## src/design/rpcf_pkg.sv

```systemverilog
// shared types, constants and channel functions for the rgb pixel color filter
package rpcf_pkg;

   localparam int MAX_LINE_WIDTH = 4096;
   localparam int COL_W          = $clog2(MAX_LINE_WIDTH);
   localparam int LW_W           = COL_W + 1;
   localparam int MODE_W         = 5;
   localparam int SAMPLE_W       = 8;
   localparam int CSR_ADDR_W     = 4;
   localparam int CSR_DATA_W     = 32;
   localparam int SUM_W          = SAMPLE_W + 2;
   localparam int RECIP_W        = 10;
   localparam int PROD_W         = SUM_W + RECIP_W + 1;

   // x / 3 == (x * 683) >> 11 for every three-sample sum
   localparam logic [RECIP_W-1:0] RECIP_THIRD = RECIP_W'(683);
   localparam int                 RECIP_SHIFT = 11;

   localparam logic [LW_W-1:0] LW_MAX   = LW_W'(MAX_LINE_WIDTH);
   localparam logic [LW_W-1:0] LW_ONE   = LW_W'(1);
   localparam logic [LW_W-1:0] LW_ZERO  = LW_W'(0);

   // register indexes
   localparam logic [1:0] REG_FILTER_MODE = 2'd0;
   localparam logic [1:0] REG_MAX_VALUE   = 2'd1;
   localparam logic [1:0] REG_LINE_WIDTH  = 2'd2;

   localparam logic [MODE_W-1:0]   RESET_FILTER_MODE = MODE_W'(0);
   localparam logic [SAMPLE_W-1:0] RESET_MAX_VALUE   = SAMPLE_W'(255);
   localparam logic [LW_W-1:0]     RESET_LINE_WIDTH  = LW_W'(640);

   typedef enum logic [2:0] {
      OP_PASS,
      OP_GREY,
      OP_INV,
      OP_COL,
      OP_ZERO
   } op_type;

   typedef struct packed {
      logic [MODE_W-1:0]   filter_mode;
      logic [SAMPLE_W-1:0] max_value;
      logic [LW_W-1:0]     line_width;
   } cfg_type;

   typedef struct packed {
      logic [SAMPLE_W-1:0] red;
      logic [SAMPLE_W-1:0] green;
      logic [SAMPLE_W-1:0] blue;
      logic [COL_W-1:0]    col;
   } pix_type;

   typedef struct packed {
      op_type red;
      op_type green;
      op_type blue;
   } op_set_type;

   // per-channel operation for each mode, modes zero, eight and above twenty pass through
   function automatic op_set_type mode_ops(input logic [MODE_W-1:0] mode);
      op_set_type ops;
      case (mode)
         5'd1:    ops = '{OP_GREY, OP_GREY, OP_GREY};
         5'd2:    ops = '{OP_PASS, OP_GREY, OP_GREY};
         5'd3:    ops = '{OP_PASS, OP_PASS, OP_GREY};
         5'd4:    ops = '{OP_GREY, OP_PASS, OP_PASS};
         5'd5:    ops = '{OP_PASS, OP_GREY, OP_PASS};
         5'd6:    ops = '{OP_GREY, OP_GREY, OP_PASS};
         5'd7:    ops = '{OP_INV,  OP_INV,  OP_INV };
         5'd9:    ops = '{OP_COL,  OP_PASS, OP_COL };
         5'd10:   ops = '{OP_PASS, OP_COL,  OP_COL };
         5'd11:   ops = '{OP_PASS, OP_PASS, OP_COL };
         5'd12:   ops = '{OP_COL,  OP_PASS, OP_PASS};
         5'd13:   ops = '{OP_COL,  OP_COL,  OP_PASS};
         5'd14:   ops = '{OP_PASS, OP_COL,  OP_PASS};
         5'd15:   ops = '{OP_ZERO, OP_PASS, OP_PASS};
         5'd16:   ops = '{OP_ZERO, OP_ZERO, OP_PASS};
         5'd17:   ops = '{OP_ZERO, OP_PASS, OP_ZERO};
         5'd18:   ops = '{OP_PASS, OP_ZERO, OP_ZERO};
         5'd19:   ops = '{OP_PASS, OP_PASS, OP_ZERO};
         5'd20:   ops = '{OP_PASS, OP_ZERO, OP_PASS};
         default: ops = '{OP_PASS, OP_PASS, OP_PASS};
      endcase
      return ops;
   endfunction

   function automatic logic [SAMPLE_W-1:0] chan_result(
      input op_type              op,
      input logic [SAMPLE_W-1:0] sample,
      input logic [SAMPLE_W-1:0] grey,
      input logic [SAMPLE_W-1:0] col,
      input logic [SAMPLE_W-1:0] max_value
   );
      logic [SAMPLE_W-1:0] res;
      case (op)
         OP_GREY: res = grey;
         OP_INV:  res = max_value - sample;
         OP_COL:  res = col;
         OP_ZERO: res = '0;
         default: res = sample;
      endcase
      return res;
   endfunction

endpackage

```

## src/design/rpcf_csr.sv

```systemverilog
// apb register file for filter mode, max value and line width
module rpcf_csr
   import rpcf_pkg::*;
(
   input  logic                  clock,
   input  logic                  reset,
   input  logic                  csr_psel,
   input  logic                  csr_penable,
   input  logic                  csr_pwrite,
   input  logic [CSR_ADDR_W-1:0] csr_paddr,
   input  logic [CSR_DATA_W-1:0] csr_pwdata,
   output logic [CSR_DATA_W-1:0] csr_prdata,
   output logic                  csr_pready,
   output cfg_type               cfg
);

   cfg_type    cfg_ff, cfg_in;
   logic       wr_en;
   logic [1:0] reg_idx;

   assign csr_pready = 1'b1;
   assign wr_en      = csr_psel & csr_penable & csr_pwrite;
   assign reg_idx    = csr_paddr[3:2];

   always_comb begin
      cfg_in = cfg_ff;
      if (wr_en) begin
         case (reg_idx)
            REG_FILTER_MODE: cfg_in.filter_mode = csr_pwdata[MODE_W-1:0];
            REG_MAX_VALUE:   cfg_in.max_value   = csr_pwdata[SAMPLE_W-1:0];
            REG_LINE_WIDTH:  cfg_in.line_width  = csr_pwdata[LW_W-1:0];
            default:         cfg_in             = cfg_ff;
         endcase
      end
   end

   always_ff @(posedge clock) begin
      if (reset) begin
         cfg_ff.filter_mode <= RESET_FILTER_MODE;
         cfg_ff.max_value   <= RESET_MAX_VALUE;
         cfg_ff.line_width  <= RESET_LINE_WIDTH;
      end else begin
         cfg_ff <= cfg_in;
      end
   end

   always_comb begin
      case (reg_idx)
         REG_FILTER_MODE: csr_prdata = CSR_DATA_W'(cfg_ff.filter_mode);
         REG_MAX_VALUE:   csr_prdata = CSR_DATA_W'(cfg_ff.max_value);
         REG_LINE_WIDTH:  csr_prdata = CSR_DATA_W'(cfg_ff.line_width);
         default:         csr_prdata = '0;
      endcase
   end

   assign cfg = cfg_ff;

endmodule

```

## src/design/rpcf_in_stage.sv

```systemverilog
// input register with the column tracker
module rpcf_in_stage
   import rpcf_pkg::*;
(
   input  logic                  clock,
   input  logic                  reset,
   input  logic                  req_tvalid,
   output logic                  req_tready,
   input  logic [3*SAMPLE_W-1:0] req_tdata,
   input  logic                  req_tuser,
   input  cfg_type               cfg,
   input  logic                  down_ready,
   output logic                  pix_valid,
   output pix_type               pix
);

   logic             valid_ff, valid_in;
   pix_type          pix_ff, pix_in;
   logic [COL_W-1:0] column_ff, column_in;
   logic [LW_W-1:0]  eff_width;
   logic [LW_W-1:0]  col_next;
   logic [COL_W-1:0] col_now;
   logic             accept;

   assign req_tready = !valid_ff || down_ready;
   assign accept     = req_tvalid && req_tready;

   always_comb begin
      if (cfg.line_width == LW_ZERO) begin
         eff_width = LW_ONE;
      end else if (cfg.line_width > LW_MAX) begin
         eff_width = LW_MAX;
      end else begin
         eff_width = cfg.line_width;
      end
   end

   always_comb begin
      // a stored column past a narrowed line counts as column zero
      if (req_tuser || {1'b0, column_ff} >= eff_width) begin
         col_now = '0;
      end else begin
         col_now = column_ff;
      end
      col_next = {1'b0, col_now} + LW_ONE;
      if (col_next >= eff_width) begin
         column_in = '0;
      end else begin
         column_in = col_next[COL_W-1:0];
      end
   end

   always_comb begin
      pix_in.red   = req_tdata[SAMPLE_W-1:0];
      pix_in.green = req_tdata[2*SAMPLE_W-1:SAMPLE_W];
      pix_in.blue  = req_tdata[3*SAMPLE_W-1:2*SAMPLE_W];
      pix_in.col   = col_now;
      valid_in     = accept || (valid_ff && !down_ready);
   end

   always_ff @(posedge clock) begin
      if (reset) begin
         valid_ff  <= 1'b0;
         column_ff <= '0;
      end else begin
         valid_ff <= valid_in;
         if (accept) begin
            column_ff <= column_in;
         end
      end
   end

   always_ff @(posedge clock) begin
      if (accept) begin
         pix_ff <= pix_in;
      end
   end

   assign pix_valid = valid_ff;
   assign pix       = pix_ff;

`ifndef ASSERT_OFF
   a_frame_start_col_zero: assert property (@(posedge clock) disable iff (reset)
      accept && req_tuser |=> pix_ff.col == '0)
      else $error("frame start item did not get column zero");

   a_stalled_item_held: assert property (@(posedge clock) disable iff (reset)
      valid_ff && !down_ready |=> valid_ff)
      else $error("stalled item dropped from input register");

   a_accept_fills: assert property (@(posedge clock) disable iff (reset)
      accept |=> valid_ff)
      else $error("accepted item not in input register");
`endif

endmodule

```

## src/design/rpcf_filter_stage.sv

```systemverilog
// grey average, per-channel operation select and result register
module rpcf_filter_stage
   import rpcf_pkg::*;
(
   input  logic                  clock,
   input  logic                  reset,
   input  logic                  pix_valid,
   input  pix_type               pix,
   input  cfg_type               cfg,
   output logic                  up_ready,
   output logic                  rsp_tvalid,
   input  logic                  rsp_tready,
   output logic [3*SAMPLE_W-1:0] rsp_tdata
);

   logic                  valid_ff, valid_in;
   logic [3*SAMPLE_W-1:0] data_ff, data_in;
   logic [SUM_W-1:0]      sum;
   logic [PROD_W-1:0]     prod;
   logic [SAMPLE_W-1:0]   grey;
   logic [SAMPLE_W-1:0]   col8;
   op_set_type            ops;
   logic                  load;

   assign up_ready = !valid_ff || rsp_tready;
   assign load     = pix_valid && up_ready;

   always_comb begin
      sum  = SUM_W'(pix.red) + SUM_W'(pix.green) + SUM_W'(pix.blue);
      prod = PROD_W'(sum) * PROD_W'(RECIP_THIRD);
      grey = prod[RECIP_SHIFT +: SAMPLE_W];
      col8 = pix.col[SAMPLE_W-1:0];
      ops  = mode_ops(cfg.filter_mode);
      data_in = {chan_result(ops.blue,  pix.blue,  grey, col8, cfg.max_value),
                 chan_result(ops.green, pix.green, grey, col8, cfg.max_value),
                 chan_result(ops.red,   pix.red,   grey, col8, cfg.max_value)};
      valid_in = load || (valid_ff && !rsp_tready);
   end

   always_ff @(posedge clock) begin
      if (reset) begin
         valid_ff <= 1'b0;
      end else begin
         valid_ff <= valid_in;
      end
   end

   always_ff @(posedge clock) begin
      if (load) begin
         data_ff <= data_in;
      end
   end

   assign rsp_tvalid = valid_ff;
   assign rsp_tdata  = data_ff;

`ifndef ASSERT_OFF
   a_load_fills: assert property (@(posedge clock) disable iff (reset)
      load |=> valid_ff)
      else $error("loaded item missing from result register");

   a_stall_holds: assert property (@(posedge clock) disable iff (reset)
      valid_ff && !rsp_tready |=> valid_ff && $stable(data_ff))
      else $error("result register changed while stalled");

   a_idle_empties: assert property (@(posedge clock) disable iff (reset)
      valid_ff && rsp_tready && !pix_valid |=> !valid_ff)
      else $error("result repeated after it was taken");
`endif

endmodule

```

## src/design/rgb_pixel_color_filter_top.sv

```systemverilog
// top level of the rgb pixel color filter
//
//   channel  dir  handshake            payload
//   req      in   req_tvalid/tready    tdata red,green,blue; tuser frame_start
//   rsp      out  rsp_tvalid/tready    tdata red,green,blue
//   csr      in   apb psel/penable     filter_mode @0, max_value @4, line_width @8
//
// one item per clock when the result side keeps up; an accepted item passes through
// the input register, then the result register, before it appears at rsp
// reset is synchronous and active high; it empties both registers, zeroes the
// column and loads the register reset values
// a stall on rsp holds both registers and lowers req_tready once both are full
module rgb_pixel_color_filter_top
   import rpcf_pkg::*;
(
   input  logic                  clock,
   input  logic                  reset,
   input  logic                  req_tvalid,
   output logic                  req_tready,
   input  logic [3*SAMPLE_W-1:0] req_tdata,  // red_in, green_in, blue_in
   input  logic                  req_tuser,  // frame_start
   output logic                  rsp_tvalid,
   input  logic                  rsp_tready,
   output logic [3*SAMPLE_W-1:0] rsp_tdata,  // red_out, green_out, blue_out
   input  logic                  csr_psel,
   input  logic                  csr_penable,
   input  logic                  csr_pwrite,
   input  logic [CSR_ADDR_W-1:0] csr_paddr,
   input  logic [CSR_DATA_W-1:0] csr_pwdata,
   output logic [CSR_DATA_W-1:0] csr_prdata,
   output logic                  csr_pready
);

   cfg_type cfg;
   pix_type pix;
   logic    pix_valid;
   logic    filt_ready;

   rpcf_csr u_csr (
      .clock       (clock),
      .reset       (reset),
      .csr_psel    (csr_psel),
      .csr_penable (csr_penable),
      .csr_pwrite  (csr_pwrite),
      .csr_paddr   (csr_paddr),
      .csr_pwdata  (csr_pwdata),
      .csr_prdata  (csr_prdata),
      .csr_pready  (csr_pready),
      .cfg         (cfg)
   );

   rpcf_in_stage u_in_stage (
      .clock      (clock),
      .reset      (reset),
      .req_tvalid (req_tvalid),
      .req_tready (req_tready),
      .req_tdata  (req_tdata),
      .req_tuser  (req_tuser),
      .cfg        (cfg),
      .down_ready (filt_ready),
      .pix_valid  (pix_valid),
      .pix        (pix)
   );

   rpcf_filter_stage u_filter_stage (
      .clock      (clock),
      .reset      (reset),
      .pix_valid  (pix_valid),
      .pix        (pix),
      .cfg        (cfg),
      .up_ready   (filt_ready),
      .rsp_tvalid (rsp_tvalid),
      .rsp_tready (rsp_tready),
      .rsp_tdata  (rsp_tdata)
   );

endmodule
```

## config.mk

```make
export PLATFORM = sky130hd
export DESIGN_NAME = rgb_pixel_color_filter_top
export DESIGN_NICKNAME = d
export VERILOG_FILES = /design/src/design/rpcf_pkg.sv /design/src/design/rpcf_csr.sv /design/src/design/rpcf_in_stage.sv /design/src/design/rpcf_filter_stage.sv /design/src/design/rgb_pixel_color_filter_top.sv
export SDC_FILE = /design/constraint.sdc
export NUM_CORES = 1
export LEC_CHECK = 0
export ABC_CLOCK_PERIOD_IN_PS = 7500
export BUFFER_PORTS_ARGS = -buffer_cell sky130_fd_sc_hd__buf_2
export CAP_MARGIN = 20
export CORE_MARGIN = 5
export CORE_UTILIZATION = 53
export DETAILED_ROUTE_END_ITERATION = 8
export PLACE_DENSITY = 0.74
export SKIP_CTS_REPAIR_TIMING = 1
export SLEW_MARGIN = 15
export SYNTH_ARGS = -nofsm -noshare
export SYNTH_HDL_FRONTEND = slang
export SYNTH_HIERARCHICAL = 1
export SYNTH_SLANG_ARGS = --single-unit
```

## constraint.sdc

```tcl
create_clock -name clock -period 7.5 [get_ports clock]
set_input_delay 0.375 -clock clock [delete_from_list [all_inputs] [get_ports clock]]
set_output_delay 0.375 -clock clock [all_outputs]
set_load 0.03 [all_outputs]
```

* Word level (Yosys, flattened, before mapping) *
Memory sizes are Yosys's and may differ from the RTL's. A register that Yosys moved wholly into a read port is not among the register bits.
Index checks and enable logic that the tools add are counted.

word-level totals
  flip-flop bits (word level) = 96
  ROM bits = 288
  input port bits = 68
  output and inout bits = 59
  word-level logic and storage cells = 66
  memories kept = 1

memory list
  name             depth  width  rd ports  clocked after Yosys merged registers in  write ports  line            RTL
  (no name shown)  32     9      1         1                                        0            rpcf_pkg.sv:62  case (mode)

cells by class
  add/sub/neg operators = 6
  multiply operators = 1
  order comparisons = 3
  equality and inequality tests = 14
  muxes and demuxes = 10
  bitwise gates (word level) = 2
  reduce and logical (&&, ||, !) cells = 18

operators with widths
  cell                                                 count
  one-hot mux 8 bit (4 select lines)                   3
  one-hot mux 13 bit (3 select lines)                  1
  two-way mux 13 bit                                   2
  two-way mux 12 bit                                   2
  subtractor 8 bit                                     3
  multiplier 10 x 10 -> 19 bit, second input constant  1
  == test 3 x 2 -> 1 bit, second input constant        6
  adder 12 x 1 -> 13 bit, second input constant        1
  greater-or-equal comparator 12 x 13 -> 1 bit         1
  greater-or-equal comparator 13 bit                   1
  > comparator 13 bit, second input constant           1
  logical NOT 13 bit                                   1
  adder 10 x 8 -> 10 bit                               1
  two-way mux 5 bit                                    2
  adder 8 x 8 -> 9 bit                                 1
  == test 3 x 1 -> 1 bit, second input constant        3
  == test 3 bit, second input constant                 3
  AND reduction 2 bit                                  3
  logical OR 1 bit                                     5
  logical AND 1 bit                                    4
  logical NOT 1 bit                                    4
  bitwise AND 1 bit                                    2
  == test 2 x 1 -> 1 bit, second input constant        1
  == test 2 bit, second input constant                 1
  logical NOT 2 bit                                    1

* Depth between registers and ports, before layout *
Gate-level depths: netlist of run 1.

  word-level depth = 9
  mapped depth = 27
  gate-level depth less buffers = 27

* Cells and area by module *
The synthesis of run 1 kept the hierarchy.

by module, submodules not included
  module             times used  cells an instance  area each (µm²)  sequential area each (µm²)
  rpcf_filter_stage  1           535                4834.6           740.7
  rpcf_in_stage      1           236                2633.8           1341.3
  rpcf_csr           1           160                1468.9           520.5

* Worst setup path after synthesis of run 1 *
No wires, ideal clock.

  path kind = reg-to-reg
  start = reg u_in_stage.pix_ff, in the netlist u_in_stage/pix[21]
  end = reg u_filter_stage.data_ff[17], in the netlist u_filter_stage/rsp_tdata[17] (data pin)
  setup time = 0.159 ns
  data arrival time = 5.996 ns
  data required time = 7.341 ns
  setup slack = 1.344 ns
  stages on the path, launching flop included = 28
  buffers on the path = 0
  clock period less this slack = 6.156 ns
  path through = edfxtp_1 -> inv_1 -> fa_1 -> inv_1 -> ha_1 -> inv_1 -> fa_1 -> nor2b_4 -> o31a_1 -> o21ai_0 -> nand2b_1 -> xor2_2 -> xnor2_1 -> ha_1 -> inv_1 -> fa_1 -> inv_1 -> fa_1 -> inv_1 -> fa_1 -> inv_1 -> ha_1 -> a211oi_1 -> o211ai_1 -> o21ai_2 -> a21boi_0 -> or3b_2 -> a22oi_1

between the ends
  cells in the longest elaborated chain, start to end = 4

ends and longest elaborated chain
  item                                  line                     RTL
  from (decl)                           rpcf_in_stage.sv:18      pix_type pix_ff, pix_in;
  from (signal assigned)                rpcf_in_stage.sv:75      pix_ff <= pix_in;
  adder 8 x 8 -> 9 bit                  rpcf_filter_stage.sv:29  sum = SUM_W'(pix.red) + SUM_W'(pix.green) + SUM_W'(pix.blue);
  adder 10 x 8 -> 10 bit                rpcf_filter_stage.sv:29
  multiplier 10 x 10 -> 19 bit          rpcf_filter_stage.sv:30  prod = PROD_W'(sum) * PROD_W'(RECIP_THIRD);
  one-hot mux 8 bit (4 select lines)    rpcf_pkg.sv:95           case (op)
  named net u_filter_stage.data_in[17]  rpcf_filter_stage.sv:17  logic [3*SAMPLE_W-1:0] data_ff, data_in;
  to (signal assigned)                  rpcf_filter_stage.sv:50  data_ff <= data_in;
  to (decl)                             rpcf_filter_stage.sv:17

The timed path passes the listed nets, and every way through them passes these cells.
A chain may end at the register's enable or synchronous reset.

* Worst setup path after layout of run 1 *
Ends and elaborated chain as after synthesis.

==> results of run 1 <==
worst reg2reg max path, delay by kind of cell (launching register included):
family,cells,cell delay [ns]
fa+ha+maj,8,3.22
compound gates,7,1.45
simple gates,3,0.75
xor+xnor,2,0.52
buf+inv,7,0.49
flops,1,0.40
area by class of cell:
cell class / instances / area [sq um] / area share [%]
multi-input combinational: 715 / 5770 / 59.6
timing repair buffer: 94 / 503 / 5.20
clock inverter: 4 / 33.8 / 0.349
sequential: 96 / 2480 / 25.6
inverter: 85 / 319 / 3.30
tap: 220 / 275 / 2.84
clock buffer: 12 / 300 / 3.10
how the worst min path moves through the flow:
stage / startpoint / to / slack (ns) / cells after the start
after floorplan: u_in_stage/pix_valid / u_filter_stage/rsp_tvalid / 0.44 / 2
after global placement: u_in_stage/pix_valid / u_filter_stage/rsp_tvalid / 0.45 / 2
after detailed placement: u_in_stage/pix_valid / u_filter_stage/rsp_tvalid / 0.46 / 2
after CTS: req_tdata[1] / u_in_stage/pix[29] / 0.18 / 1
after global routing: req_tdata[1] / u_in_stage/pix[29] / 0.17 / 1
final: req_tdata[1] / u_in_stage/pix[29] / 0.19 / 1
state kept, by name, summed over array words and instances (netlist names):
register	count
u_csr/cfg	26
u_filter_stage/rsp_tdata	24
u_filter_stage/rsp_tvalid	1
u_in_stage/column_ff	12
u_in_stage/pix	32
u_in_stage/pix_valid	1
per-stage QoR:
stage                     setup WS (ns)  instances  hold WS, ns  utilization, %
after floorplan                    1.34        941        0.441               -
after global placement            0.664       1208        0.453            56.8
after detailed placement          0.578       1208        0.460            56.8
after CTS                         0.534       1224        0.178            58.9
after global routing             0.0778       1226        0.172            59.0
final                             0.483       1226        0.188            59.0
cell usage in the layout (no fill, tap or decap), types with 5 or more instances in the layout:
cell type	n
mux2i_1	39
nor2b_1	11
o211ai_1	13
a21oi_1	46
nand2b_1	43
clkbuf_16	12
a21o_1	24
nand4_1	8
inv_1	85
fa_1	31
and2_1	15
a221oi_1	8
nand3_1	13
xor2_1	12
o221ai_1	8
a22oi_1	5
a22o_1	7
o21a_1	7
nand3b_1	5
edfxtp_1	56
o21bai_1	5
o21ai_0	39
nor2_1	60
nand2_1	59
or2_2	5
xnor2_1	27
ha_1	112
nor3_1	10
conb_1	20
buf_4	7
dfxtp_1	40
a211oi_1	10
buf_2	86
metal layers:
layer | global-route usage [%] | vias to the layer above | share of wire [%]
met5 | 0 | - | 0
li1 | - | 3435 | -
met1 | 29.3 | 3329 | 43
met4 | 6.23 | 0 | 1.9
met2 | 39.2 | 227 | 50
met3 | 4.45 | 35 | 5.7
==> impl_metrics.json, run 1 <==
{
  "outcome": "completed",
  "cp-start-kind": "flop",
  "fillCellCount": 1478,
  "synth.avg_cell_area_sq_um": 9.53,
  "num_io_pins": 127,
  "hold_viol_final": 0,
  "place_area_sq_mm": 0.00932,
  "dieArea_sq_mm": 0.0193,
  "critPathLaunch": "u_in_stage/pix[21]",
  "yosysWarnings": 6,
  "fin_crit_ns": 7.02,
  "grt_max_degree": 64,
  "crit_fanout": 6,
  "setup_viol": 0,
  "rrSetupSlack_ns": 0.48,
  "syn_inst": 923,
  "cts_buffers": 9,
  "cts_root_buffer": "clkbuf_16",
  "syn_area_sq_mm": 0.00880,
  "crit_buf_inv": 7,
  "cts_buffer_depth": 2,
  "drc_errors": 0,
  "drt_wl_total_um": 21800,
  "clock-sinks": 96,
  "routabilityCongestion": 0.947,
  "slew_violations": 0,
  "drtIter0Drc": 596,
  "vias": 7026,
  "crit-reg2reg-capture": "u_filter_stage/rsp_tdata[17]",
  "grt_pass1_vias": 6887,
  "r2r_cells": 27,
  "wl_per_cell_um": 17.8,
  "grt_usage_pct": 22.7,
  "rows": 47,
  "cts_tree": "built",
  "portBuffers": 85,
  "drt_pass1_iterations": 5,
  "htree_levels": 3,
  "worst_path_largest_cell_delay_ns": 0.53,
  "fmax_ghz": 0.143,
  "core_sq_mm": 0.0164,
  "dieHeight_um": 139,
  "antenna_cells": 0,
  "layout-drive-gt1-share_pct": 13.7,
  "die_w_um": 139,
  "fin_worst_skew_ns": 0.0119,
  "fin_nets": 1212,
  "final.setup.tns_ns": 0,
  "path_clk_slew_ns": 0.07,
  "crit_path_frequent_cell": "inv_1",
  "grt_first_pass_wirelength_um": 35600,
  "drtAntennaViolNets": 0,
  "antenna_found_initial": 0,
  "critPathKind": "reg -> reg",
  "crit_arrival_ns": 7.19,
  "maxCapViolations": 0,
  "grt-ovfl-total": 0,
  "timing.final.crit_share_pct": 93.6,
  "hpwl_um": 17200,
  "end_kind": "flop",
  "worst-path-stages": 27,
  "area_growth_pct": 10.0,
  "rsz0062_at_grt": "no",
  "critPathSlowestCell": "fa_1",
  "clock_latency_ns": 0.36,
  "critical_path.endpoint": "u_filter_stage/rsp_tdata[17]",
  "worst_slew_pin_slew_ns": 0.970,
  "final_area_sq_mm": 0.00968,
  "slew_headroom_pct": 35.0,
  "required_ns": 7.67,
  "critical-path-top-delay-family": "adder cells",
  "r2r_start": "u_in_stage/pix[21]",
  "via_per_inst": 5.73,
  "hp-class": "in -> reg",
  "start_util_pct": 53.6
}
Power of run 1 is not shown: default switching activity piles up to over one toggle a cycle in this logic, so the estimate is an artifact.
==> inputs of run 2 (changes only) <==
--- a/config.mk
+++ b/config.mk
@@ -5,7 +5,7 @@
 export SDC_FILE = /design/constraint.sdc
 export NUM_CORES = 1
 export LEC_CHECK = 0
-export ABC_CLOCK_PERIOD_IN_PS = 7500
+export ABC_CLOCK_PERIOD_IN_PS = 8950
 export BUFFER_PORTS_ARGS = -buffer_cell sky130_fd_sc_hd__buf_2
 export CAP_MARGIN = 20
 export CORE_MARGIN = 5
==> constraint.sdc (replaced) <==
create_clock -name clock -period 8.95 [get_ports clock]
set_input_delay 0.4475 -clock clock [delete_from_list [all_inputs] [get_ports clock]]
set_output_delay 0.4475 -clock clock [all_outputs]
set_load 0.03 [all_outputs]
==> impl_metrics.json, run 2 (synthesis gave the netlist of run 1 again) <==
{
  "crit_path_frequent_cell": "inv_1",
  "clock-sinks": 96,
  "antenna_cells": 0,
  "path_clk_slew_ns": 0.08,
  "portBuffers": 85,
  "multi_input_area_sq_mm": 0.00577,
  "fillCellCount": 1420,
  "fin_nets": 1208,
  "cts_tree": "built",
  "start_util_pct": 53.6,
  "grt-ovfl-total": 0,
  "hpwl_um": 17000,
  "worst_hold_slack_ns": 0.259,
  "grt_usage_pct": 22.8,
  "grt_pass1_vias": 6752,
  "hold_viol_final": 0,
  "routed-wl-met2_um": 10800,
  "drtAntennaViolNets": 0,
  "final.setup.tns_ns": 0,
  "drt-met1-wl_um": 9330,
  "dr_wl_met3_um": 1380,
  "outcome": "completed",
  "wl_per_cell_um": 18.0,
  "critical-path-top-delay-family": "adder cells",
  "slew_headroom_pct": 30.7,
  "core_sq_mm": 0.0164,
  "area_growth_pct": 9.67,
  "hold_path_depth": 1,
  "highest_layer": "met4",
  "routabilityCongestion": 0.926,
  "clock_latency_ns": 0.36,
  "drtIter0Drc": 755,
  "layout-drive-gt1-share_pct": 13.4,
  "rsz0062_at_grt": "no",
  "die_w_um": 139,
  "slew_violations": 0,
  "antenna_found_initial": 0,
  "cts_root_buffer": "clkbuf_16",
  "fin_crit_ns": 7.11,
  "maxCapViolations": 0,
  "crit_arrival_ns": 7.28,
  "worst-path-stages": 27,
  "worst_slew_pin_slew_ns": 1.04,
  "worst_path_largest_cell_delay_ns": 0.53,
  "num_io_pins": 127,
  "fin_worst_skew_ns": 0.0127,
  "rows": 47,
  "required_ns": 9.11,
  "via_per_inst": 5.77,
  "final_common_cell": "ha_1",
  "drt_wl_total_um": 22000,
  "grt_max_degree": 64,
  "cp-start-kind": "flop",
  "drt_pass1_iterations": 6,
  "setup_viol": 0,
  "cts_buffer_depth": 2,
  "drc_errors": 0,
  "end_kind": "flop",
  "largest_reg_flops": 32,
  "critPathKind": "reg -> reg",
  "fmax_ghz": 0.141,
  "crit_fanout": 6,
  "hp-class": "in -> reg",
  "r2r_cells": 27,
  "dieHeight_um": 139,
  "mostFrequentLayoutCells": "112 x ha_1, 85 x buf_2, 85 x inv_1",
  "timing.final.crit_share_pct": 79.5,
  "cts_buffers": 9,
  "vias": 7054,
  "crit_buf_inv": 7,
  "dieArea_sq_mm": 0.0193,
  "htree_levels": 3,
  "grt_first_pass_wirelength_um": 35500,
  "critPathSlowestCell": "fa_1",
  "seqCellArea_sq_mm": 0.00248
}
==> run 2: area by class of cell <==
class | count | share of cell area [%]
multi-input combinational | 715 | 59.8
clock buffer | 11 | 2.85
sequential | 96 | 25.7
inverter | 85 | 3.31
clock inverter | 5 | 0.687
tap | 220 | 2.85
timing repair buffer | 90 | 4.80
==> run 2: path summary, 6_finish.rpt <==
check | end | slack (ns) | from
worst min register to register | u_filter_stage/rsp_tvalid | 0.48 | u_in_stage/pix_valid
worst max register to register | u_filter_stage/rsp_tdata[17] | 1.84 | u_in_stage/pix[29]
worst max-delay path | u_filter_stage/rsp_tdata[17] | 1.84 | u_in_stage/pix[29]
worst min-delay path | u_in_stage/pix[24] | 0.26 | req_tdata[12]
==> run 2: per-stage QoR <==
step | utilization (%) | std cells | worst slack [ns] | cell area [sq um]
6_report | 58.8 | 1222 | 1.84 | 9650
5_1_grt | 58.8 | 1222 | 1.50 | 9650
4_1_cts | 58.8 | 1222 | 1.87 | 9650
3_5_place_dp | 56.7 | 1206 | 1.92 | 9310
3_3_place_gp | 56.7 | 1205 | 2.01 | 9300
2_1_floorplan | - | 941 | 2.79 | 8860
==> run 2: metal layers <==
metal  global-route usage (%)  vias to the layer above
met1                     29.8                     3329
met5                        0                        -
met3                     3.69                       45
li1                         -                     3436
met2                     38.6                      244
met4                     7.78                        0
Power of run 2 is left out for the same reason.
==> inputs of run 3 (changes only) <==
--- a/config.mk
+++ b/config.mk
@@ -5,7 +5,7 @@
 export SDC_FILE = /design/constraint.sdc
 export NUM_CORES = 1
 export LEC_CHECK = 0
-export ABC_CLOCK_PERIOD_IN_PS = 8950
+export ABC_CLOCK_PERIOD_IN_PS = 7130
 export BUFFER_PORTS_ARGS = -buffer_cell sky130_fd_sc_hd__buf_2
 export CAP_MARGIN = 20
 export CORE_MARGIN = 5
==> constraint.sdc (replaced) <==
create_clock -name clock -period 7.13 [get_ports clock]
set_input_delay 0.3565 -clock clock [delete_from_list [all_inputs] [get_ports clock]]
set_output_delay 0.3565 -clock clock [all_outputs]
set_load 0.03 [all_outputs]
==> impl_metrics.json, run 3 (synthesis gave the netlist of run 1 again) <==
{
  "slew_headroom_pct": 29.7,
  "dieArea_sq_mm": 0.0193,
  "hp-class": "in -> reg",
  "crit_fanout": 4,
  "timing.final.crit_share_pct": 94.7,
  "drtIter0Drc": 529,
  "largest_reg_flops": 32,
  "drc_errors": 0,
  "rows": 47,
  "worst_slew_pin_slew_ns": 1.05,
  "dieHeight_um": 139,
  "fin_worst_skew_ns": 0.0108,
  "cp-start-kind": "flop",
  "setup_viol": 0,
  "cts_root_buffer": "clkbuf_16",
  "htree_levels": 3,
  "mostFrequentLayoutCells": "112 x ha_1, 86 x inv_1, 85 x buf_2",
  "place_area_sq_mm": 0.00934,
  "drtAntennaViolNets": 0,
  "drt_wl_total_um": 21800,
  "num_io_pins": 127,
  "core_sq_mm": 0.0164,
  "final_common_cell": "ha_1",
  "fin_util_pct": 58.8,
  "outcome": "completed",
  "hold_viol_final": 0,
  "grt_usage_pct": 22.7,
  "start_util_pct": 53.6,
  "clock_latency_ns": 0.36,
  "cts_buffers": 9,
  "die_w_um": 139,
  "area_growth_pct": 9.61,
  "cts_tree": "built",
  "grt-ovfl-total": 0,
  "cts_buffer_depth": 2,
  "rsz0062_at_grt": "no",
  "required_ns": 7.21,
  "antenna_found_initial": 0,
  "clock-sinks": 96,
  "grt_max_degree": 64,
  "fmax_ghz": 0.148,
  "drt_pass1_iterations": 7,
  "via_per_inst": 5.83,
  "wl_per_cell_um": 17.8,
  "final.setup.tns_ns": 0,
  "routabilityCongestion": 0.969,
  "grt_pass1_vias": 7055,
  "hpwl_um": 17100,
  "critPathKind": "reg -> reg",
  "antenna_cells": 0,
  "vias": 7150,
  "layout-drive-gt1-share_pct": 13.8,
  "end_kind": "flop",
  "maxCapViolations": 0,
  "crit_arrival_ns": 6.83,
  "path_clk_slew_ns": 0.07,
  "portBuffers": 85,
  "fin_nets": 1212,
  "slew_violations": 0,
  "fin_crit_ns": 6.75,
  "grt_first_pass_wirelength_um": 35400,
  "final_area_sq_mm": 0.00964
}
run 3: area by class of cell:
class | count | area, sq um
inverters | 85 | 319
well taps | 220 | 275
fillers | 1464 | 6760
flip-flops and latches | 96 | 2480
clock buffers | 10 | 250
multi-input cells | 715 | 5780
clock inverters | 6 | 47.5
repair buffers | 94 | 493
run 3: routing by layer:
| layer | GRT usage (%) | vias up | wire length (um) |
|---|---|---|---|
| li1 | - | 3439 | - |
| met1 | 28.2 | 3401 | 8940 |
| met2 | 38.7 | 256 | 10600 |
| met3 | 5.00 | 54 | 1580 |
| met4 | 8.34 | 0 | 720 |
| met5 | 0 | - | 0 |
run 3: critical path, stage by stage (launching register included):
cell and delay, ns:
edfxtp_1 0.42, inv_1 0.17, fa_1 0.44, inv_1 0.09
ha_1 0.23, inv_1 0.07, fa_1 0.44, nor2b_4 0.14
o31a_1 0.22, o21ai_0 0.11, nand2b_1 0.13, xor2_2 0.20
xnor2_1 0.15, ha_1 0.30, inv_1 0.06, fa_1 0.53
inv_1 0.05, fa_1 0.50, inv_1 0.05, fa_1 0.52
inv_1 0.04, ha_1 0.23, a211oi_1 0.21, o211ai_1 0.20
o21ai_2 0.26, o21ai_0 0.17, xnor2_1 0.36, o221ai_1 0.20
run 3: worst paths after layout:
check	end	slack, ns	cells past startpoint	from
max	u_filter_stage/rsp_tdata[7]	0.38	27	u_in_stage/pix[21]
min	u_in_stage/pix[34]	0.17	1	req_tdata[6]
max reg2reg	u_filter_stage/rsp_tdata[7]	0.38	27	u_in_stage/pix[21]
min reg2reg	u_filter_stage/rsp_tvalid	0.48	2	u_in_stage/pix_valid
run 3: per-stage QoR:
| stage | hold slack (ns) | std cells | worst slack (ns) |
|---|---|---|---|
| finish | 0.170 | 1226 | 0.377 |
| global placement | 0.455 | 1210 | 0.526 |
| detailed placement | 0.465 | 1210 | 0.465 |
| CTS | 0.157 | 1226 | 0.404 |
| floorplan | 0.426 | 941 | 0.974 |
| global route | 0.156 | 1226 | 0.00865 |
Power of run 3 is left out for the same reason.
